==> src/pdm_pkg.sv <==
// Shared types, constants and the dB lookup for the block peak meter.
package pdm_pkg;

   // Field widths
   localparam int SAMPLE_W = 16;
   localparam int PEAK_W = 16;
   localparam int COEFF_W = 16;
   localparam int DECAY_W = 32;
   localparam int FRAC_W = 16;
   localparam int LEVEL_W = 8;
   localparam int PROD_W = DECAY_W + COEFF_W;

   // Block length default
   localparam int BLOCK_SAMPLES_DEFAULT = 64;

   // Level scaling: k = floor(peak * LEVEL_STEPS / FULL_SCALE)
   localparam int LEVEL_STEPS = 100;
   localparam int FULL_SCALE = 32767;
   localparam int FULL_SCALE_SHIFT = 15;
   localparam int PEAK_MAX = 32768;
   localparam int SCALED_W = $clog2(PEAK_MAX * LEVEL_STEPS + 1);
   localparam int Q_W = SCALED_W - FULL_SCALE_SHIFT;
   localparam int K_W = Q_W + 1;
   localparam int BOUND_W = K_W + FULL_SCALE_SHIFT;
   localparam int DB_MAG_W = 6;

   // Queue depths
   localparam int MID_DEPTH = 2;
   localparam int OUT_DEPTH = 2;

   // Configuration port
   localparam int CSR_INDEX_W = 1;
   localparam int CSR_DATA_W = 16;

   typedef enum logic [CSR_INDEX_W-1:0] {
      CSR_DECAY_COEFF = 1'b0,
      CSR_FLOOR_DB    = 1'b1
   } csr_index_type;

   localparam logic [COEFF_W-1:0] DECAY_COEFF_RESET = 16'd58982;
   localparam logic signed [LEVEL_W-1:0] FLOOR_DB_RESET = -8'sd40;

   // One finished block
   typedef struct packed {
      logic [PEAK_W-1:0]         block_peak;
      logic [DECAY_W-1:0]        decayed_peak;
      logic signed [LEVEL_W-1:0] level_db;
   } result_type;

   localparam int RESULT_W = $bits(result_type);

   // floor(20 * log10(LEVEL_STEPS / k)) for k in 1..LEVEL_STEPS
   function automatic logic [DB_MAG_W-1:0] db_below(input logic [K_W-1:0] k);
      logic [DB_MAG_W-1:0] n;
      case (k) inside
         8'd1:          n = 6'd40;
         8'd2:          n = 6'd33;
         8'd3:          n = 6'd30;
         8'd4:          n = 6'd27;
         8'd5:          n = 6'd26;
         8'd6:          n = 6'd24;
         8'd7:          n = 6'd23;
         8'd8:          n = 6'd21;
         [8'd9:8'd10]:  n = 6'd20;
         8'd11:         n = 6'd19;
         8'd12:         n = 6'd18;
         [8'd13:8'd14]: n = 6'd17;
         8'd15:         n = 6'd16;
         [8'd16:8'd17]: n = 6'd15;
         [8'd18:8'd19]: n = 6'd14;
         [8'd20:8'd22]: n = 6'd13;
         [8'd23:8'd25]: n = 6'd12;
         [8'd26:8'd28]: n = 6'd11;
         [8'd29:8'd31]: n = 6'd10;
         [8'd32:8'd35]: n = 6'd9;
         [8'd36:8'd39]: n = 6'd8;
         [8'd40:8'd44]: n = 6'd7;
         [8'd45:8'd50]: n = 6'd6;
         [8'd51:8'd56]: n = 6'd5;
         [8'd57:8'd63]: n = 6'd4;
         [8'd64:8'd70]: n = 6'd3;
         [8'd71:8'd79]: n = 6'd2;
         [8'd80:8'd89]: n = 6'd1;
         default:       n = 6'd0;
      endcase
      return n;
   endfunction

endpackage

==> src/pdm_front.sv <==
// Front end: sample magnitude, running block maximum and block counter.
module pdm_front #(
   parameter int BLOCK_SAMPLES = pdm_pkg::BLOCK_SAMPLES_DEFAULT
) (
   input  logic                                clock,
   input  logic                                reset,
   input  logic                                accept,
   input  logic signed [pdm_pkg::SAMPLE_W-1:0] sample,
   output logic                                peak_push,
   output logic [pdm_pkg::PEAK_W-1:0]          peak_word
);
   import pdm_pkg::*;

   localparam int CNT_W = (BLOCK_SAMPLES > 1) ? $clog2(BLOCK_SAMPLES) : 1;

   logic [PEAK_W-1:0] acc_ff, acc_in;
   logic [CNT_W-1:0]  cnt_ff, cnt_in;
   logic [PEAK_W-1:0] mag;
   logic [PEAK_W-1:0] new_peak;
   logic              last;

   // |sample|; the most negative sample gives 32768, which still fits
   always_comb begin
      mag      = sample[SAMPLE_W-1] ? PEAK_W'(~sample + 1'b1) : PEAK_W'(sample);
      new_peak = (mag > acc_ff) ? mag : acc_ff;
      last     = (cnt_ff == CNT_W'(BLOCK_SAMPLES - 1));
   end

   // accumulate, and hand the block maximum on at the block end
   always_comb begin
      acc_in    = acc_ff;
      cnt_in    = cnt_ff;
      peak_push = 1'b0;
      peak_word = new_peak;
      if (accept) begin
         if (last) begin
            acc_in    = '0;
            cnt_in    = '0;
            peak_push = 1'b1;
         end else begin
            acc_in = new_peak;
            cnt_in = cnt_ff + 1'b1;
         end
      end
   end

   always_ff @(posedge clock) begin
      if (reset) begin
         acc_ff <= '0;
         cnt_ff <= '0;
      end else begin
         acc_ff <= acc_in;
         cnt_ff <= cnt_in;
      end
   end

endmodule

==> config.mk <==
export PLATFORM = sky130hd
export DESIGN_NAME = pdm_front
export DESIGN_NICKNAME = d
export VERILOG_FILES = /design/src/pdm_pkg.sv /design/src/pdm_front.sv
export SDC_FILE = /design/constraint.sdc
export NUM_CORES = 1
export LEC_CHECK = 0
export BUFFER_PORTS_ARGS = -buffer_cell sky130_fd_sc_hd__buf_2
export CAP_MARGIN = 30
export CORE_ASPECT_RATIO = 0.6
export CORE_MARGIN = 2
export CORE_UTILIZATION = 43
export CTS_BUF_LIST = sky130_fd_sc_hd__clkbuf_4
export DETAILED_ROUTE_END_ITERATION = 10
export PLACE_DENSITY = 0.72
export SETUP_SLACK_MARGIN = 0.2
export SYNTH_ARGS = -nofsm -noshare
export SYNTH_HDL_FRONTEND = slang
export SYNTH_SLANG_ARGS = --single-unit
==> constraint.sdc <==
create_clock -name clock -period 3.6 [get_ports clock]
set_input_delay 0.36 -clock clock [delete_from_list [all_inputs] [get_ports clock]]
set_output_delay 0.36 -clock clock [all_outputs]
set_load 0.01 [all_outputs]
Word level (Yosys, flattened, before mapping)
Cells that the tools add are included.
{"block": "word_totals", "latchBits": 0, "input_bits": 19, "mem_bits_ro": 0, "elab_cells": 13, "mem_count": 0, "ramBits": 0, "regBits": 22}
{"block": "op_classes", "n_shift": 0, "eq_ne": 1, "magnitude_cmp": 1, "add_sub_neg": 2, "bitwise_logic": 1, "n_reduce_logical": 0, "n_mul": 0, "muxes": 6, "div_mod_pow": 0}
{"cell": "$mux W16", "count": 3}
{"cell": "$add A16 B1 Y16 const B", "count": 1}
{"cell": "$gt A16 B16 Y1", "count": 1}
{"cell": "$not A16 Y16", "count": 1}
{"cell": "$add A6 B1 Y6 const B", "count": 1}
{"cell": "$eq A6 B6 Y1 const B", "count": 1}
{"cell": "$mux W6", "count": 1}
{"cell": "$mux W1", "count": 2}

Logic depth before layout (Yosys ltp)
Gate-level depths: netlist of the first run.
{"block": "depth", "depth_word": 6, "depth_mapped": 14}

Worst setup path before layout of the first run
Ideal clock, no wire load.
{"block": "synth_timing", "path_kind": "input to output", "start": "input sample[0] (netlist name)", "end": "output peak_word[11] (netlist name)", "arrival_time_ns": 3.263, "path_stages": 13, "n_path_buf": 1, "setup_slack_ns": -0.023, "cell_sequence": "inv_1 > ha_1 > nand2_1 > o41ai_1 > o21ai_0 > xor2_1 > ha_1 > nand4_1 > a2111oi_4 > nor4_4 > nor2_4 > buf_6 > mux2_2"}
{"block": "synth_between", "elab_chain_cells": 5}
{"element": "start: declaration", "line_no": "pdm_front.sv:8", "rtl": "input logic signed [pdm_pkg::SAMPLE_W-1:0] sample,"}
{"element": "$not A16 Y16", "line_no": "pdm_front.sv:24", "rtl": "mag = sample[SAMPLE_W-1] ? PEAK_W'(~sample + 1'b1) : PEAK_W'(sample);"}
{"element": "$add A16 B1 Y16", "line_no": "pdm_front.sv:24"}
{"element": "$mux W16 *", "line_no": "pdm_front.sv:24"}
{"element": "$gt A16 B16 Y1", "line_no": "pdm_front.sv:25", "rtl": "new_peak = (mag > acc_ff) ? mag : acc_ff;"}
{"element": "$mux W16 *", "line_no": "pdm_front.sv:25"}
{"element": "end: declaration", "line_no": "pdm_front.sv:10", "rtl": "output logic [pdm_pkg::PEAK_W-1:0] peak_word"}
Every way passes the cells marked *; elsewhere a longest branch is shown, timed or not.

Worst setup path in the final report of the first run
{"block": "layout_timing", "start": "input sample[4] (netlist name)", "end": "output peak_word[5] (netlist name)"}
Same word-level chain as after synthesis.

==> out/qor.csv, run 1 <==
stage,metric,value,unit
run_status,status,"finished, violations left",
run_status,failing checks,negative setup slack,
power_and_ir_drop,P_sw,330.7,uW
grt,gr usage total,21.51,%
grt,Congestion Overflow GR,0,
power_and_ir_drop,internal power,659.6,uW
worst_setup_path,CP startpoint,sample[4],
power_and_ir_drop,Sequential Power Share,28.3,%
route,via count,1570,
cells_and_area,Final Instance Area,0.002501,sq mm
yosys,Synth Flop Type,dfxtp_1,
yosys,Netlist cell types,42,
route,TritonRoute pass-1 iters,4,
yosys,post-synth top area cell,dfxtp_1,
cts,CTS sink cnt,22,
placement,Area after DPL,0.002215,sq mm
timing,final hold violations,0,
placement,I/O Buffers,35,
timing,clock skew,0.004558,ns
timing,fmax,0.2673,GHz
floorplanning,die area,0.004632,sq mm
route,Residual DRC,0,
route,Max Used Layer,met4,
timing,Tightest Pin Transition,0.5458,ns
route,vias per cell,5.182,
worst_setup_path,crit-path cells,buf_8 > nor3_4 > nand3_2 > or4_4 > o41ai_4 > xnor2_2 > ha_1 > nand4_1 > a2111oi_4 > nor4_4 > nor2_4 > buf_12 > mux2_2 > buf_6,
timing,relative slew slack,63.23,%
floorplanning,Initial Util,46.43,%
worst_setup_path,critical path class,in -> out,
yosys,Post-synth EDFFs,0,
yosys,YS warnings,0,
route,total wire length,4592,um
yosys,top post-synthesis cells by area,"dfxtp_1 (25%), ha_1 (13%), mux2_2 (8.3%)",
cells_and_area,layout cells sized above 1,46.09,%
floorplanning,core area,0.003786,sq mm
yosys,most frequent cell after synthesis,dfxtp_1,
yosys,"Avg Cell Area, Syn",9.554,sq um
power_and_ir_drop,PwrDens,396.0,mW/mm^2
worst_setup_path,crit path DAT,3.38,ns
grt,first-pass GRT wire length,7603,um
power_and_ir_drop,Pleak,1.126,nW
route,DR WL/cell,15.16,um
power_and_ir_drop,maximum vdd drop,0.2089,mV
cells_and_area,# diodes,0,
grt,largest net degree at the start of global routing,15,
route,met3 wire len,128,um
cts,clk_lat worst skew,0.34,ns
hold_path,worst hold path class,in -> reg,
worst_setup_path,"Max FO, Critical Path",10,
placement,dpl hpwl,3448,um
route,number of DRC markers in iteration 0,30,
cts,clk root buf,clkbuf_4,
worst_setup_path,Setup crit end kind,output pin,
cts,Clock Path Buffers,2,
cts,Worst-path clk slew,0.14,ns
run,Max Cap Violations,0,
cts,# H-tree levels,1,
timing,RSZ-0062 raised after global routing,true,
floorplanning,row count,17,
grt,number of global-route vias before repair,1592,
cells_and_area,P&R area growth vs syn,42.28,%
placement,gp weighted congestion,0.8316,
power_and_ir_drop,Clock power frac,20.7,%
yosys,"FFs w/ async S/R, synth",0,%
yosys,"Seq/Total Area, Yosys",25.05,%
cts,CTS tree,done,
yosys,post-synth design cell area,0.001758,sq mm
worst_setup_path,startpoint type of the worst setup path,primary input,
route,Met1 Wirelength,2353,um
worst_setup_path,Worst path slowest cell,or4_4,
placement,post-place setup slack,-0.1677,ns
floorplanning,Die X,86.55,um
cts,Hold Buf Count CTS,0,
route,metal2 WL,2072,um
cells_and_area,Final Net Count,294,
yosys,post-synth net total,221,
yosys,Yosys top cell area share,25.05,%
timing,setup_tns,-1.755,ns
power_and_ir_drop,Sw Ratio,33.40,%
timing,Final min period,3.741,ns
worst_setup_path,Reg-to-Reg Start,acc_ff[7],
worst_setup_path,slowest cell delay on critical path,0.47,ns
cts,TritonCTS Buffers,3,
yosys,most frequent cells after synthesis,"dfxtp_1 (22), ha_1 (18), inv_1 (18), mux2_2 (13), nand2_1 (12)",
floorplanning,die height,53.53,um
power_and_ir_drop,total power,990.4,uW
yosys,Post-Synthesis Cells,184,
grt,initial antenna violation count,0,
yosys,post-synthesis register bit count,22,
hold_path,HP Start,reset,
worst_setup_path,critical path required time,3.24,ns
route,post-route ant nets,0,
timing,fin crit share,103.9,%
power_and_ir_drop,Logic pwr share,51.0,%
timing,Final setup viols,16,
floorplanning,Top Ports,36,
timing,final setup margin,-0.1406,ns
timing,Max Slew Vio Count,0,
[registers in the layout (all words and copies together) (netlist names)]
name    flops
acc_ff     16
cnt_ff      6
[logic make-up after synthesis]
| logic type | share of synthesized area, % |
|---|---|
| XOR/XNOR | 8.470 |
| buffers and inverters | 6.192 |
| adder cells (fa/ha/maj) | 12.81 |
| flip-flops | 25.05 |
| AO/OA/AOI/OAI | 19.93 |
| AND/OR/NAND/NOR | 15.80 |
| multiplexers | 11.74 |
[worst paths after layout]
kind | slack, ns | endpoint | cells after the start
min reg2reg | 0.52 | acc_ff[15] | 1
max reg2reg | 0.95 | acc_ff[14] | 12
min | 0.30 | cnt_ff[0] | 2
max | -0.14 | peak_word[5] | 14
[layout make-up]
cell class	count	area, sq um
repair buffers	73	581.8
clock inverters	1	30.03
clock buffers	3	22.52
flip-flops and latches	22	440.4
inverters	18	67.56
well taps	47	58.81
multi-input cells	139	1300
fillers	314	1285
[power by group through the flow]
stage / Sequential [mW] / Clock [mW] / Combinational (mW)
final: 0.280 / 0.205 / 0.505
after global placement: 0.284 / 0 / 0.408
after floorplan: 0.281 / 0 / 0.262
after CTS: 0.280 / 0.204 / 0.499
after global routing: 0.283 / 0.217 / 0.546
after detailed placement: 0.285 / 0 / 0.417
[timing repair]
action,CTS,global route
cloned,0,0
gates resized for setup,28,4
setup buffers,6,1
pin swaps,7,3
setup endpoints to repair,16,18
[per-stage QoR]
step	instances	util, %	hold slack (ns)
detailed placement	292	58.49	0.4839
floorplan	184	-	0.4598
global placement	292	58.49	0.4814
CTS	302	65.47	0.3086
global route	303	66.06	0.3162
finish	303	66.06	0.2986
[placed cells by master, fill, tap and decap left out, types with 2 or more instances in the layout]
| master | count |
|---|---|
| o21ai_0 | 5 |
| nor2_1 | 8 |
| a22o_1 | 5 |
| nor2b_1 | 3 |
| nand4_1 | 5 |
| buf_6 | 17 |
| xnor2_1 | 10 |
| a22o_2 | 10 |
| nor4_4 | 2 |
| buf_4 | 34 |
| inv_1 | 18 |
| a21oi_1 | 5 |
| nor3_4 | 2 |
| o31ai_1 | 2 |
| ha_1 | 18 |
| mux2_2 | 8 |
| mux2_4 | 9 |
| dfxtp_1 | 22 |
| nand2b_1 | 2 |
| a21boi_0 | 2 |
| xor2_1 | 6 |
| nand2_1 | 12 |
| buf_2 | 20 |
| nor3_1 | 2 |
| clkbuf_4 | 3 |
| o21ai_1 | 2 |
[layer usage]
metal,vias to the layer above,GRT usage (%)
li1,812,-
met3,4,4.524
met5,-,0
met1,733,28.90
met2,21,35.90
met4,0,4.688
[critical path, delay by kind of cell]
| kind | cells | cell delay (ns) |
|---|---|---|
| xor gates and xnor gates | 1 | 0.10 |
| muxes | 1 | 0.34 |
| AOI/OAI and AO/OA | 2 | 0.64 |
| buffers and inverters | 3 | 0.38 |
| adders and majority gates | 1 | 0.33 |
| and+or+nand+nor | 6 | 1.21 |
No activity file was read; power rests on OpenSTA's default activity.
==> inputs of run 2 (changes only) <==
--- a/config.mk
+++ b/config.mk
@@ -9,10 +9,10 @@
 export CAP_MARGIN = 30
 export CORE_ASPECT_RATIO = 0.6
 export CORE_MARGIN = 2
-export CORE_UTILIZATION = 43
+export CORE_UTILIZATION = 35
 export CTS_BUF_LIST = sky130_fd_sc_hd__clkbuf_4
 export DETAILED_ROUTE_END_ITERATION = 10
-export PLACE_DENSITY = 0.72
+export PLACE_DENSITY = 0.61
 export SETUP_SLACK_MARGIN = 0.2
 export SYNTH_ARGS = -nofsm -noshare
 export SYNTH_HDL_FRONTEND = slang
==> out/qor.csv, run 2 (synthesized netlist as in run 1, its figures left out) <==
stage,metric,value,unit,change
route,total wire length,4342,um,was 4592 um
cts,Hold Buf Count CTS,0,,unchanged
grt,gr usage total,16.38,%,was 21.51%
cells_and_area,most frequent cells in the layout,"buf_4 (27), dfxtp_1 (22)",,"was buf_4 (34), dfxtp_1 (22), buf_2 (20)"
floorplanning,Top Ports,36,,unchanged
floorplanning,row count,19,,was 17
timing,final setup margin,-0.1403,ns,was -0.1406 ns
cts,Worst-path clk slew,0.14,ns,about the same
grt,Congestion Overflow GR,0,,unchanged
placement,Area after DPL,0.002205,sq mm,was 0.002215 sq mm
worst_setup_path,critical path class,in -> out,,unchanged
route,via count,1525,,was 1570
cts,clk_lat worst skew,0.32,ns,was 0.34 ns
timing,fmax,0.2674,GHz,was 0.2673 GHz
timing,clock skew,0.003656,ns,was 0.004558 ns
floorplanning,Die X,95.50,um,was 86.55 um
run_status,status,"finished, violations left",,unchanged
cells_and_area,"Most flops, register",acc_ff,,unchanged
placement,I/O Buffers,35,,unchanged
timing,RSZ-0062 raised after global routing,true,,unchanged
cells_and_area,Final Instance Area,0.002479,sq mm,was 0.002501 sq mm
route,Residual DRC,0,,unchanged
cts,clk root buf,clkbuf_4,,unchanged
timing,fin crit share,103.9,%,about the same
run_status,failing checks,negative setup slack,,unchanged
cells_and_area,Final Net Count,286,,was 294
cells_and_area,final cell count without fillers,311,,was 303
worst_setup_path,startpoint type of the worst setup path,primary input,,unchanged
route,number of DRC markers in iteration 0,45,,was 30
grt,met1 GRT Util,23.57,%,was 28.90%
grt,first-pass GRT wire length,7024,um,was 7603 um
route,post-route ant nets,0,,unchanged
grt,GR peak layer,met2,,unchanged
grt,largest net degree at the start of global routing,16,,was 15
cells_and_area,number of flip-flops under the largest register name,16,,unchanged
cells_and_area,layout cells sized above 1,44.35,%,was 46.09%
run,Max Cap Violations,0,,unchanged
worst_setup_path,"Max FO, Critical Path",11,,was 10
worst_setup_path,critical path required time,3.24,ns,about the same
grt,number of global-route vias before repair,1466,,was 1592
route,DR WL/cell,13.96,um,was 15.16 um
cells_and_area,"commonest non-fill, non-tap cell in the layout",buf_4,,unchanged
timing,final hold violations,0,,unchanged
power_and_ir_drop,PwrDens,393.3,mW/mm^2,was 396.0 mW/mm^2
power_and_ir_drop,Pleak,1.092,nW,was 1.126 nW
timing,Tightest Pin Transition,0.5093,ns,was 0.5458 ns
cells_and_area,# diodes,0,,unchanged
placement,dpl hpwl,3326,um,was 3448 um
worst_setup_path,Setup crit end kind,output pin,,unchanged
grt,initial antenna violation count,0,,unchanged
floorplanning,Initial Util,37.35,%,was 46.43%
grt,global-route track usage on met2,24.55,%,was 35.90%
worst_setup_path,crit path DAT,3.38,ns,about the same
route,TritonRoute pass-1 iters,4,,unchanged
hold_path,worst hold path class,in -> reg,,unchanged
cells_and_area,P&R area growth vs syn,41.00,%,was 42.28%
cts,TritonCTS Buffers,3,,unchanged
cts,CTS tree,done,,unchanged
placement,Placed Cells,304,,was 292
route,vias per cell,4.904,,was 5.182
cells_and_area,biggest regs,"acc_ff: 16 flops, cnt_ff: 6 flops",,unchanged
floorplanning,core area,0.004707,sq mm,was 0.003786 sq mm
timing,setup_tns,-1.723,ns,was -1.755 ns
placement,gp weighted congestion,0.8100,,was 0.8316
power_and_ir_drop,maximum vdd drop,0.2109,mV,was 0.2089 mV
timing,Final setup viols,16,,unchanged
cts,Clock Path Buffers,2,,unchanged
timing,Max Slew Vio Count,0,,unchanged
timing,relative slew slack,65.74,%,was 63.23%
cts,# H-tree levels,1,,unchanged
timing,Final min period,3.740,ns,was 3.741 ns
floorplanning,die height,58.90,um,was 53.53 um
grt,met3 global-route usage,5.250,%,was 4.524%
floorplanning,die area,0.005624,sq mm,was 0.004632 sq mm
cts,CTS sink cnt,22,,unchanged
-- run 2: cell types whose count changed in the layout (fill, tap and decap cells not counted) --
cell | before | now
buf_2 | 20 | 18
buf_4 | 34 | 27
buf_6 | 17 | 18
mux2_2 | 8 | 7
mux2_4 | 9 | 10
nor3_2 | 0 | 1
nor3_4 | 2 | 1
o21ai_0 | 5 | 3
o21ai_1 | 2 | 4
o41ai_2 | 1 | 0
o41ai_4 | 1 | 2
-- run 2: worst max-delay path: stages --
cell	delay, ns
buf_8	0.10
nor3_4	0.19
nand3_2	0.12
or4_4	0.47
o41ai_4	0.29
xnor2_2	0.12
ha_1	0.33
nand4_1	0.11
buf_6	0.16
a2111oi_4	0.24
nor4_4	0.09
nor2_4	0.16
buf_12	0.16
mux2_2	0.34
buf_6	0.12
-- run 2: per-layer routing --
metal  up-vias  routed length (um)
li1        800                   -
met1       699                2256
met3         2                 216
met4         0                  18
met5         -                   0
met2        24                1851
-- run 2: timing repair --
| item | CTS | global route |
|---|---|---|
| setup buffers | 3 | 0 |
| endpoints found under the hold margin | 0 | 0 |
| setup endpoints to repair | 16 | 16 |
| pin swaps | 1 | 0 |
| resized for setup | 31 | 5 |
-- run 2: area by class of cell --
class                           count  area [sq um]
Clock buffer                        3         22.52
Clock inverter                      1         30.03
Fill cell                         451          2228
Inverter                           18         67.56
Multi-Input combinational cell    139          1309
Sequential cell                    22         440.4
Tap cell                           63         78.83
Timing Repair Buffer               65         530.5
-- run 2: metrics by stage --
| step | total power, mW | util, % | hold slack, ns | setup slack, ns |
|---|---|---|---|---|
| 4_1_cts | 0.9735 | 52.05 | 0.3074 | -0.08684 |
| 5_1_grt | 1.035 | 52.66 | 0.3010 | -0.3379 |
| 2_1_floorplan | 0.5425 | - | 0.4598 | 0.1483 |
| 6_report | 0.9749 | 52.66 | 0.3106 | -0.1403 |
| 3_3_place_gp | 0.6925 | 46.84 | 0.4799 | -0.1382 |
| 3_5_place_dp | 0.6974 | 46.84 | 0.4776 | -0.1990 |
-- run 2: final timing paths --
check                                 from      endpoint  slack, ns  cells after the start
worst max-delay path             sample[4]  peak_word[4]      -0.14                     15
worst min register to register  acc_ff[15]    acc_ff[15]       0.51                      1
worst min-delay path                 reset     cnt_ff[0]       0.31                      2
worst max register to register   acc_ff[7]     acc_ff[6]       1.09                     11
-- run 2: power by group --
group          switching, mW  internal [mW]  total, mW
Sequential            0.0150          0.264      0.279
Clock                 0.0877          0.113      0.200
Combinational          0.218          0.277      0.495
