===== src/pdm_queue.sv =====
// Small register queue used between the front and back ends and at the output.
module pdm_queue #(
   parameter int WIDTH = 16,
   parameter int DEPTH = 2
) (
   input  logic             clock,
   input  logic             reset,
   input  logic             push,
   input  logic [WIDTH-1:0] wdata,
   output logic             full,
   input  logic             pop,
   output logic [WIDTH-1:0] rdata,
   output logic             empty
);
   localparam int PTR_W = (DEPTH > 1) ? $clog2(DEPTH) : 1;
   localparam int CNT_W = $clog2(DEPTH + 1);

   logic [WIDTH-1:0] mem_ff [DEPTH];
   logic [PTR_W-1:0] wr_ptr_ff, wr_ptr_in;
   logic [PTR_W-1:0] rd_ptr_ff, rd_ptr_in;
   logic [CNT_W-1:0] count_ff, count_in;
   logic             do_push, do_pop;

   assign full    = (count_ff == CNT_W'(DEPTH));
   assign empty   = (count_ff == '0);
   assign do_push = push && !full;
   assign do_pop  = pop && !empty;
   assign rdata   = mem_ff[rd_ptr_ff];

   // pointer and fill tracking
   always_comb begin
      wr_ptr_in = wr_ptr_ff;
      rd_ptr_in = rd_ptr_ff;
      count_in  = count_ff;
      if (do_push) begin
         wr_ptr_in = (wr_ptr_ff == PTR_W'(DEPTH - 1)) ? '0 : wr_ptr_ff + 1'b1;
      end
      if (do_pop) begin
         rd_ptr_in = (rd_ptr_ff == PTR_W'(DEPTH - 1)) ? '0 : rd_ptr_ff + 1'b1;
      end
      if (do_push && !do_pop) begin
         count_in = count_ff + 1'b1;
      end else if (do_pop && !do_push) begin
         count_in = count_ff - 1'b1;
      end
   end

   always_ff @(posedge clock) begin
      if (reset) begin
         wr_ptr_ff <= '0;
         rd_ptr_ff <= '0;
         count_ff  <= '0;
      end else begin
         wr_ptr_ff <= wr_ptr_in;
         rd_ptr_ff <= rd_ptr_in;
         count_ff  <= count_in;
      end
   end

   // word storage
   always_ff @(posedge clock) begin
      if (do_push) begin
         mem_ff[wr_ptr_ff] <= wdata;
      end
   end

endmodule


===== config.mk =====
export PLATFORM = sky130hd
export DESIGN_NAME = pdm_queue
export DESIGN_NICKNAME = d
export VERILOG_FILES = /design/src/pdm_queue.sv
export SDC_FILE = /design/constraint.sdc
export NUM_CORES = 1
export LEC_CHECK = 0
export BUFFER_PORTS_ARGS = -buffer_cell sky130_fd_sc_hd__buf_2
export CAP_MARGIN = 10
export CORE_UTILIZATION = 50
export DETAILED_ROUTE_END_ITERATION = 7
export GPL_ROUTABILITY_DRIVEN = 0
export PLACE_DENSITY = 0.77
export SLEW_MARGIN = 5
export SYNTH_ARGS = -nofsm -noshare
export SYNTH_HDL_FRONTEND = slang
export SYNTH_SLANG_ARGS = --single-unit

===== constraint.sdc =====
create_clock -name clock -period 1.95 [get_ports clock]
set_input_delay 0.2925 -clock clock [delete_from_list [all_inputs] [get_ports clock]]
set_output_delay 0.2925 -clock clock [all_outputs]
set_load 0.005 [all_outputs]

## Yosys cells after proc, flatten, opt, wreduce, memory -nomap -nowiden

Memories as Yosys holds them, arrays and structs flattened. A register that Yosys moved wholly into a read port is not among the register bits.
Cells that the tools add are included.

| word-level totals | value |
|---|---|
| flip-flop bits (word level) | 4 |
| latch bits | 0 |
| bits in writable memories | 32 |
| bits in read-only memories | 0 |
| input port bits | 20 |
| output and inout bits | 18 |
| memories | 1 |

| operators by class | value |
|---|---|
| add/sub/neg operators | 4 |
| $mul | 0 |
| divide/modulo/power cells | 0 |
| $lt $le $gt $ge | 0 |
| eq/ne operators | 1 |
| shift operators | 0 |
| multiplexer cells | 8 |
| bitwise operators | 0 |
| reductions and logical operators | 10 |

Memory list:

| name | words | width | read ports | clocked after memory_dff | write ports | RTL line | RTL |
|---|---|---|---|---|---|---|---|
| mem_ff | 2 | 16 | 1 | 1 | 1 | 18 | `logic [WIDTH-1:0] mem_ff [DEPTH];` |

Operators by type and width:

| cell | count |
|---|---|
| two-way mux 1 bit | 6 |
| logical AND 1 bit | 4 |
| zero test 1 bit | 4 |
| two-way mux 2 bit | 2 |
| adder 1 bit (second input constant) | 2 |
| adder 2 x 1 -> 2 bit (second input constant) | 1 |
| equality test 2 bit (second input constant) | 1 |
| zero test 2 bit | 1 |
| nonzero test 2 bit | 1 |
| subtractor 2 x 1 -> 2 bit (second input constant) | 1 |

## Longest topological paths before layout

Gate-level depths: netlist (run 1).

| depth | value |
|---|---|
| word-level depth | 7 |
| gate-level depth with buffers | 6 |
| gate-level depth less buffers | 6 |

## Least setup slack after synthesis (run 1)

Ideal clock, no wire load.

| timing | value |
|---|---|
| path type | register to register |
| start | register count_ff[1] |
| end | memory mem_ff[0][0], enable pin |
| library setup time | 0.364 ns |
| arrival | 1.141 ns |
| data required time | 1.586 ns |
| path slack | 0.445 ns |
| cell stages (with the launch flop) | 4 |
| clock period less this slack | 1.505 ns |
| cells stage by stage | dfxtp_1 -> nor2b_2 -> or3_1 -> inv_1 |

| on the way | value |
|---|---|
| cells in the longest elaborated chain, start to end | 5 |

RTL lines:

| item | RTL line | RTL |
|---|---|---|
| from (decl) | 21 | `logic [CNT_W-1:0] count_ff, count_in;` |
| from (signal assigned) | 56 | `count_ff <= count_in;` |
| equality test 2 bit | 24 | `assign full = (count_ff == CNT_W'(DEPTH));` |
| named net full | 10 | `output logic full,` |
| zero test 1 bit | 26 | `assign do_push = push && !full;` |
| logical AND 1 bit | 26 |  |
| two-way mux 1 bit | 62 | `if (do_push) begin` |
| two-way mux 1 bit (implied by the code) | 63 | `mem_ff[wr_ptr_ff] <= wdata;` |
| to (decl) | 18 |  |

The timed path passes the listed nets, and every way through them passes these cells.

==> run_results.csv, run 1 <==
group,metric,value,unit
logic_synthesis,synth.most_common_cell,"edfxtp_1",
cells_and_area,nets,142,
cells_and_area,syn_to_final_growth,21.5,%
cells_and_area,finish.instance_area,1660,sq um
placed_design,placed_area,1610,sq um
drt,ant_nets,0,
clock_network,cts_hold_buffers,0,
setup_path,timing.rr.start,"count_ff[0]",
logic_synthesis,synth_top_area_share,70.2,%
placed_design,numPortBuffers,37,
setup_path,reg2reg_setup_slack,360,ps
sta,final_hold_viol_count,0,
logic_synthesis,synth_commonest_cells,"32 x edfxtp_1, 16 x mux2_2, 5 x dfxtp_1, 5 x nor2_1",
sta,rsz0062_at_grt,"false",
floorplan,core_area,2520,sq um
sta,fin_crit_sh,83.3,%
drt,vias,751,
cells_and_area,fill_cells,204,
setup_path,cp.arrival,1330,ps
cells_and_area,layout-drive-gt1-share,53.3,%
sta,layout_min_cycle_time,1620,ps
drt,wl,2110,microns
drt,routedWlPerCell,13.9,microns
setup_path,crit_fanout,9,
cells_and_area,final_util,65.9,%
logic_synthesis,yosysWarnings,0,
logic_synthesis,synth.area.top_cells,"edfxtp_1 70%, mux2_2 13%, dfxtp_1 7.3%",
grt,grt_usage,17.0,%
grt,grt_overflow,0,
sta,timing.fmax,0.616,GHz
drt,drt_iter0_drc,6,
clock_network,clkLatencyLatePin,330,ps
floorplan,fp-row-count,18,
setup_path,timing.rr.end,"count_ff[1]",
setup_path,r2r_cells,4,
logic_synthesis,synth_area_per_cell,18.3,sq um
setup_path,required,1660,ps
clock_network,clock_path_buffers,2,
clock_network,clkTransAtPathRegs,100,ps
floorplan,dieArea,2950,sq um
logic_synthesis,ys.flop_type,"edfxtp_1",
grt,antenna_found_initial,0,
logic_synthesis,synth.distinct_cells,13,
drt,drt_pre_antenna_iters,4,
run,drv_cap,0,
floorplan,die_y,54.3,microns
clock_network,htree_levels,2,
logic_synthesis,syn-num-nets,96,
sta,slew_viol_final,0,
logic_synthesis,netlist_instances,75,
cells_and_area,stdcell_count,152,
clock_network,post_cts_buffers,0,
setup_path,start_kind,"flip-flop",
grt,grt_max_degree,17,
sta,finalSetupViolCount,0,
worst_hold_path,holdPathEnd,"mem_ff[1][5]",
placed_design,placed_cells,144,
setup_path,cp-end-kind,"primary output",
logic_synthesis,yosysTopAreaCell,"edfxtp_1",
clock_network,ctsResizeCount,0,
worst_hold_path,hold_depth,1,
sta,setup-tns-final,0,ps
setup_path,criticalPathCategory,"reg -> out",
grt,grt_pass1_wl,3230,microns
pwr,p_leak,0.000657,uW
floorplan,io_pins,38,
status,status,"complete, no violations",
logic_synthesis,synth_seq_cells,37,
floorplan,start_util,54.3,%
sta,slew_headroom,77.7,%
clock_network,numCtsBuffers,5,
pwr,ir_worst_vdd,0.861,mV
pwr,p_per_area,1190,nW/um^2
logic_synthesis,syn-cell-area,1370,sq um
clock_network,cts_root_buf,"clkbuf_4",
placed_design,hpwl,1540,microns
grt,grt_pass1_vias,734,
logic_synthesis,synth_seq_area_share,77.5,%
clock_network,cts.sinks,37,
worst_hold_path,hold_start,"wdata[5]",
floorplan,chipWidth,54.3,microns
clock_network,cts_tree,"done",
sta,worst_slew_pin_slew,332,ps
drt,viasPerCell,4.94,
cells_and_area,diodes,0,
logic_synthesis,synth-edff-count,32,
logic_synthesis,async_reset_ff_share,0,%
sta,finClkSkew,5.40,ps
worst_hold_path,hold_class,"in -> reg",
drt,drt_drc_violations_left,0,
final cells by class:
type	instances	area, sq um	share of cell area, %
timing repair buffer	41	215	12.9
clock inverter	2	10.0	0.602
sequential	37	1060	63.8
multi-input combinational	34	290	17.5
tap	30	37.5	2.26
inverter	2	7.51	0.451
clock buffer	6	41.3	2.48
kinds of logic after synthesis:
logic type               Yosys count  share of synthesized area, %
buffers and inverters              4                          1.28
multiplexers                      16                          13.2
flip-flops                        37                          77.5
AND/OR/NAND/NOR                    9                          3.38
AO/OA/AOI/OAI                      5                          1.83
adder cells (fa/ha/maj)            1                         0.914
XOR/XNOR                           3                          1.92
where the power goes:
group / internal, uW / leakage (uW) / total (uW) / switching, uW
Combinational: 298 / 0.000285 / 558 / 260
Clock: 137 / 0.0000320 / 364 / 227
Sequential: 1000 / 0.000340 / 1050 / 49.9
routing by layer:
layer	track usage [%]	part of all wire, %	vias up
met4	7.69	2.2	0
met2	28.0	51	25
met1	17.7	40	349
met5	0	0	-
met3	9.44	7.3	6
li1	-	-	371
registers in the layout (all words and copies together) (netlist names), named ones only:
| register | cells |
|---|---|
| count_ff | 2 |
| mem_ff | 32 |
| rd_ptr_ff | 1 |
| wr_ptr_ff | 1 |
per-stage QoR:
step	hold slack [ps]	power, uW	setup WS, ps
after floorplan	362	1400	445
after global placement	475	1610	503
after detailed placement	480	1640	373
after CTS	123	2010	295
after global routing	111	2100	256
final	143	1970	327
critical path, stage by stage, from the launching register on:
cell	delay [ps]
dfxtp_1	340
buf_4	180
mux2_2	350
buf_2	130
worst max path at each step:
stage / slack (ps) / startpoint / cells after the start / to
4_1_cts: 290 / flip-flop / 3 / rdata[1]
5_1_grt: 260 / count_ff[0] / 4 / count_ff[1]
3_3_place_gp: 500 / count_ff[1] / 5 / count_ff[1]
2_1_floorplan: 440 / count_ff[1] / 3 / mem_ff[0][0]
3_5_place_dp: 370 / count_ff[0] / 4 / count_ff[1]
6_report: 330 / flip-flop / 3 / rdata[1]
cell usage in the layout (no fill, tap or decap), drive strengths merged:
cell / count
edfxtp: 32
clkinv: 2
ha: 1
buf: 41
o21ai: 3
inv: 2
or3: 2
mux2: 16
a21oi: 2
nor2b: 1
and2: 1
clkbuf: 6
xor2: 3
nor2: 5
dfxtp: 5
Note: power is estimated with default switching activity, not from simulation.
==> run 2, diff against run 1 <==
--- a/config.mk
+++ b/config.mk
@@ -5,9 +5,10 @@
 export SDC_FILE = /design/constraint.sdc
 export NUM_CORES = 1
 export LEC_CHECK = 0
+export ABC_AREA = 1
 export BUFFER_PORTS_ARGS = -buffer_cell sky130_fd_sc_hd__buf_2
 export CAP_MARGIN = 10
-export CORE_UTILIZATION = 50
+export CORE_UTILIZATION = 51
 export DETAILED_ROUTE_END_ITERATION = 7
 export GPL_ROUTABILITY_DRIVEN = 0
 export PLACE_DENSITY = 0.77
==> constraint.sdc (replaced) <==
create_clock -name clock -period 1.5 [get_ports clock]
set_input_delay 0.225 -clock clock [delete_from_list [all_inputs] [get_ports clock]]
set_output_delay 0.225 -clock clock [all_outputs]
set_load 0.005 [all_outputs]
==> run 2 against run 1 <==
  * Clock skew is 3.8 ps higher
  * Highest routed layer unchanged
  * Utilization is 4.4 points higher
  * Worst hold slack worse by 79 ps
  * Critical endpoint is now rdata[7]
  * Power is 50% higher
  * Clock power is 37% higher
  * The run now ends with negative setup slack left
==> run_results.csv, run 2 <==
group,metric,value,unit
status,status,"finished with violations",
status,violations,"negative setup slack",
setup_path,criticalPathCategory,"reg -> out",
sta,final_hold_viol_count,0,
sta,timing.fmax,0.650,GHz
grt,grt_pass1_vias,848,
drt,ant_nets,0,
logic_synthesis,ys.flop_type,"edfxtp_1",
cells_and_area,layout_common_cells,"32 x edfxtp_1, 23 x buf_2, 16 x mux2_4",
placed_design,hpwl,1580,microns
drt,vias,836,
floorplan,io_pins,38,
logic_synthesis,synth_commonest_cells,"32 x edfxtp_1, 10 x mux2_4, 9 x nor2_1, 6 x inv_1, 6 x mux2_2",
setup_path,slowest_stage,"dfxtp_4",
sta,setup-tns-final,-325,ps
clock_network,cts_root_buf,"clkbuf_4",
placed_design,placed_cells,158,
worst_hold_path,hold_depth,1,
floorplan,dieArea,3080,sq um
logic_synthesis,syn-num-nets,108,
clock_network,htree_levels,2,
grt,grt_overflow,0,
sta,slew_viol_final,0,
cells_and_area,largest-register,"mem_ff",
clock_network,cts_tree,"done",
cells_and_area,largest_register_ffs,32,
sta,worst_slew_pin_slew,299,ps
clock_network,cts.sinks,37,
grt,grt_pass1_wl,3930,microns
logic_synthesis,yosysWarnings,0,
logic_synthesis,synth_seq_cells,37,
cells_and_area,largest_registers,"mem_ff (32), count_ff (2)",
logic_synthesis,synth.most_common_cell,"edfxtp_1",
grt,grt_usage,17.6,%
sta,finClkSkew,9.21,ps
drt,drt_pre_antenna_iters,3,
cells_and_area,layout-drive-gt1-share,55.5,%
floorplan,start_util,53.3,%
clock_network,clkLatencyLatePin,340,ps
setup_path,cp_cell_sequence,"buf_12, mux2_4, buf_6",
sta,slew_headroom,80.0,%
clock_network,clock_path_buffers,2,
cells_and_area,diodes,0,
logic_synthesis,synth_top_area_share,65.9,%
drt,routedWlPerCell,14.0,microns
floorplan,die_y,55.5,microns
drt,drt_iter0_drc,8,
pwr,p_per_area,1540,nW/um^2
cells_and_area,stdcell_count,168,
drt,wl,2360,microns
setup_path,r2r_cells,9,
cells_and_area,syn_to_final_growth,31.8,%
setup_path,cp.arrival,1310,ps
logic_synthesis,synth.distinct_cells,19,
logic_synthesis,async_reset_ff_share,0,%
sta,layout_min_cycle_time,1540,ps
logic_synthesis,synth_seq_area_share,72.8,%
grt,grt_max_degree,13,
run,drv_cap,0,
floorplan,fp-row-count,19,
logic_synthesis,synth_area_per_cell,16.8,sq um
logic_synthesis,syn-cell-area,1460,sq um
setup_path,required,1270,ps
pwr,ir_worst_vdd,1.15,mV
sta,rsz0062_at_grt,"true",
logic_synthesis,netlist_instances,87,
logic_synthesis,yosysTopAreaCell,"edfxtp_1",
setup_path,start_kind,"flip-flop",
drt,viasPerCell,4.98,
cells_and_area,nets,157,
placed_design,numPortBuffers,37,
floorplan,core_area,2730,sq um
grt,antenna_found_initial,0,
cells_and_area,layout_commonest_cell,"edfxtp_1",
sta,fin_crit_sh,103,%
worst_hold_path,hold_class,"in -> reg",
setup_path,reg2reg_setup_slack,70,ps
sta,layout_setup_ws,-39.0,ps
clock_network,cts_hold_buffers,0,
clock_network,clkTransAtPathRegs,110,ps
pwr,p_leak,0.000797,uW
logic_synthesis,synth-edff-count,32,
setup_path,crit_fanout,7,
sta,finalSetupViolCount,16,
drt,drt_drc_violations_left,0,
logic_synthesis,synth.area.top_cells,"edfxtp_1 66%, mux2_4 10%, dfxtp_1 6.9%",
floorplan,chipWidth,55.5,microns
setup_path,cp-end-kind,"primary output",
clock_network,numCtsBuffers,5,
setup_path,cpPeakStageDelay,410,ps
run 2: power by group:
group,internal [uW],switching (uW)
Clock,177,320
Sequential,1310,98.6
Combinational,626,429
run 2: repair_timing:
item                       in CTS  in global routing
setup buffers                   1                  0
setup endpoints to repair      16                 18
cloned                          1                  0
resized for setup              21                  5
pin swaps                       0                  1
run 2: cells by family (layout without fill, tap and decap cells):
logic type	Yosys count	count (layout)	synth area share, %
fa+ha+maj	1	1	0.858
simple gates	16	16	4.72
compound gates	6	6	2.57
flops	37	37	72.8
buf+inv	11	61	4.12
mux	16	16	14.9
run 2: final cells by class:
type / count / area [sq um]
flip-flops and latches: 37 / 1070
fillers: 179 / 812
multi-input cells: 39 / 367
repair buffers: 44 / 362
well taps: 31 / 38.8
clock buffers: 5 / 37.5
inverters: 9 / 33.8
clock inverters: 3 / 17.5
run 2: metal layers:
| layer | vias to the layer above | global-route usage [%] | part of all wire (%) |
|---|---|---|---|
| met5 | - | 0 | 0 |
| met4 | 0 | 7.50 | 1.4 |
| met3 | 5 | 8.20 | 6.0 |
| met2 | 25 | 28.2 | 55 |
| met1 | 396 | 20.4 | 37 |
| li1 | 410 | - | - |
run 2: path summary, 6_finish.rpt:
path,endpoint,start
setup / recovery,rdata[7],flip-flop
setup reg to reg,count_ff[1],count_ff[1]
hold reg to reg,wr_ptr_ff,wr_ptr_ff
hold / removal,mem_ff[0][13],wdata[13]
run 2: critical path, delay by kind of cell, from the launching register on:
kind     cells  cell delay (ps)
flops        1              410
buf+inv      2              260
mux          1              310
run 2: per-stage QoR:
stage                     hold WS [ps]  power [uW]  area, sq um  utilization [%]  worst slack [ps]
after floorplan                    324        1930         1460                -              -133
after global placement             413        2170         1710             62.4               161
after detailed placement           416        2220         1710             62.4              50.7
after CTS                         52.9        2930         1890             69.3             -45.5
after global routing              28.4        3130         1920             70.3              -102
final                             64.2        2960         1920             70.3             -39.0
==> run 3, diff against run 2 <==
--- a/config.mk
+++ b/config.mk
@@ -8,6 +8,7 @@
 export ABC_AREA = 1
 export BUFFER_PORTS_ARGS = -buffer_cell sky130_fd_sc_hd__buf_2
 export CAP_MARGIN = 10
+export CORE_MARGIN = 4
 export CORE_UTILIZATION = 51
 export DETAILED_ROUTE_END_ITERATION = 7
 export GPL_ROUTABILITY_DRIVEN = 0
==> run 3 against run 2 <==
  * The flow still finishes with violations (negative setup slack)
  * Clock skew is essentially flat
  * Utilization shrank 0.18 points
  * First-iteration DRC count decreased by 13%
  * Die area rose by 23%
  * Routed wire length up 2.1%
  * Power hardly changed
  * Final cell count shrank 0.60%
  * Clock-buffer cell count is 1 higher
  * Combinational power shrank 4%
  * Maximum frequency increased by 1.2%
  * Critical path depth did not move
  * Critical path type unchanged
  * Largest cell class unchanged
  * Largest power group unchanged
==> run_results.csv, run 3 (same netlist as run 2, synthesis figures left out) <==
group,metric,value,unit
status,violations,"negative setup slack",
grt,grt_pass1_vias,864,
floorplan,die_y,61.5,microns
floorplan,start_util,53.3,%
pwr,ir_worst_vdd,1.11,mV
drt,drt_drc_violations_left,0,
placed_design,hpwl,1730,microns
worst_hold_path,hold_class,"in -> reg",
cells_and_area,fill_cells,182,
sta,finClkSkew,8.91,ps
sta,slew_headroom,85.2,%
sta,timing.fmax,0.658,GHz
grt,grt_overflow,0,
grt,grt_usage,14.5,%
grt,antenna_found_initial,0,
sta,layout_min_cycle_time,1520,ps
sta,holdWs,69.3,ps
cells_and_area,largest-register,"mem_ff",
cells_and_area,nets,156,
floorplan,core_area,2730,sq um
cells_and_area,multiInputGateArea,367,sq um
drt,routedWlPerCell,14.4,microns
floorplan,fp-row-count,19,
grt,grt_max_degree,13,
cells_and_area,layout-drive-gt1-share,55.9,%
floorplan,dieArea,3780,sq um
floorplan,chipWidth,61.5,microns
cells_and_area,largest_register_ffs,32,
floorplan,io_pins,38,
sta,rsz0062_at_grt,"true",
clock_network,clkLatencyLatePin,340,ps
sta,final_hold_viol_count,0,
cells_and_area,regArea,1070,sq um
sta,slew_viol_final,0,
placed_design,numPortBuffers,37,
cells_and_area,largest_registers,"mem_ff (32), count_ff (2)",
drt,wl,2410,microns
clock_network,clock_path_buffers,2,
worst_hold_path,hold_depth,1,
sta,layout_setup_ws,-20.6,ps
drt,viasPerCell,4.96,
drt,ant_nets,0,
setup_path,cp.arrival,1300,ps
cells_and_area,diodes,0,
clock_network,numCtsBuffers,5,
clock_network,cts_root_buf,"clkbuf_4",
pwr,p_per_area,1550,nW/um^2
setup_path,criticalPathCategory,"reg -> out",
sta,finalSetupViolCount,16,
cells_and_area,layout_common_cells,"32 x edfxtp_1, 21 x buf_2, 16 x mux2_4, 16 x buf_6, 9 x nor2_1",
clock_network,post_cts_buffers,0,
setup_path,required,1270,ps
clock_network,htree_levels,2,
cells_and_area,layout_commonest_cell,"edfxtp_1",
cells_and_area,syn_to_final_growth,31.5,%
setup_path,cp-end-kind,"primary output",
setup_path,crit_fanout,8,
drt,drt_pre_antenna_iters,3,
cells_and_area,final_util,70.1,%
setup_path,start_kind,"flip-flop",
clock_network,clkTransAtPathRegs,110,ps
sta,worst_slew_pin_slew,220,ps
run,drv_cap,0,
setup_path,r2r_cells,9,
clock_network,cts_tree,"done",
status,status,"finished with violations",
clock_network,cts.sinks,37,
drt,vias,828,
sta,fin_crit_sh,101,%
drt,drt_iter0_drc,7,
grt,grt_pass1_wl,3730,microns
pwr,p_leak,0.000796,uW
run 3: timing repair:
action	in CTS	in global routing
pin swaps	0	0
gates resized for setup	25	6
setup endpoints to repair	17	17
hold endpoints to repair	0	0
hold buffers	0	0
run 3: area by class of cell:
cell class,count,share of cell area [%]
Clock buffer,6,2.68
Sequential cell,37,55.7
Tap cell,31,2.02
Inverter,9,1.76
Multi-Input combinational cell,39,19.1
Timing Repair Buffer,43,18.0
Clock inverter,2,0.718
run 3: routing by layer:
layer	global-route usage (%)	wire, microns	vias up
li1	-	-	410
met2	25.2	1290	25
met3	7.13	200	6
met1	14.3	874	387
met5	0	0	-
met4	7.27	45	0
run 3: worst max-delay path, cell delays in order (launching register included):
cell     delay [ps]
dfxtp_2         380
buf_8           150
mux2_4          310
buf_6           120
run 3: worst paths after layout:
path                            slack (ps)        start       endpoint
worst max-delay path                   -20    flip-flop      rdata[13]
worst min register to register         520    wr_ptr_ff      wr_ptr_ff
worst min-delay path                    70    wdata[10]  mem_ff[1][10]
worst max register to register         100  count_ff[1]    count_ff[1]
run 3: power breakdown:
group,total [uW],internal [uW],switching (uW)
registers,1400,1320,86.3
clock network,539,228,310
logic,1020,601,422
total,2960,2150,818
run 3: stage by stage:
stage | std cells | worst slack, ps | TNS, ps | power [uW] | cell area [sq um]
finish | 167 | -20.6 | -241 | 2960 | 1920
global route | 167 | -79.3 | -1180 | 3150 | 1920
CTS | 167 | -40.0 | -548 | 2950 | 1890
detailed placement | 159 | 10.1 | 0 | 2210 | 1700
global placement | 159 | 161 | 0 | 2160 | 1700
floorplan | 87 | -133 | -4260 | 1930 | 1460
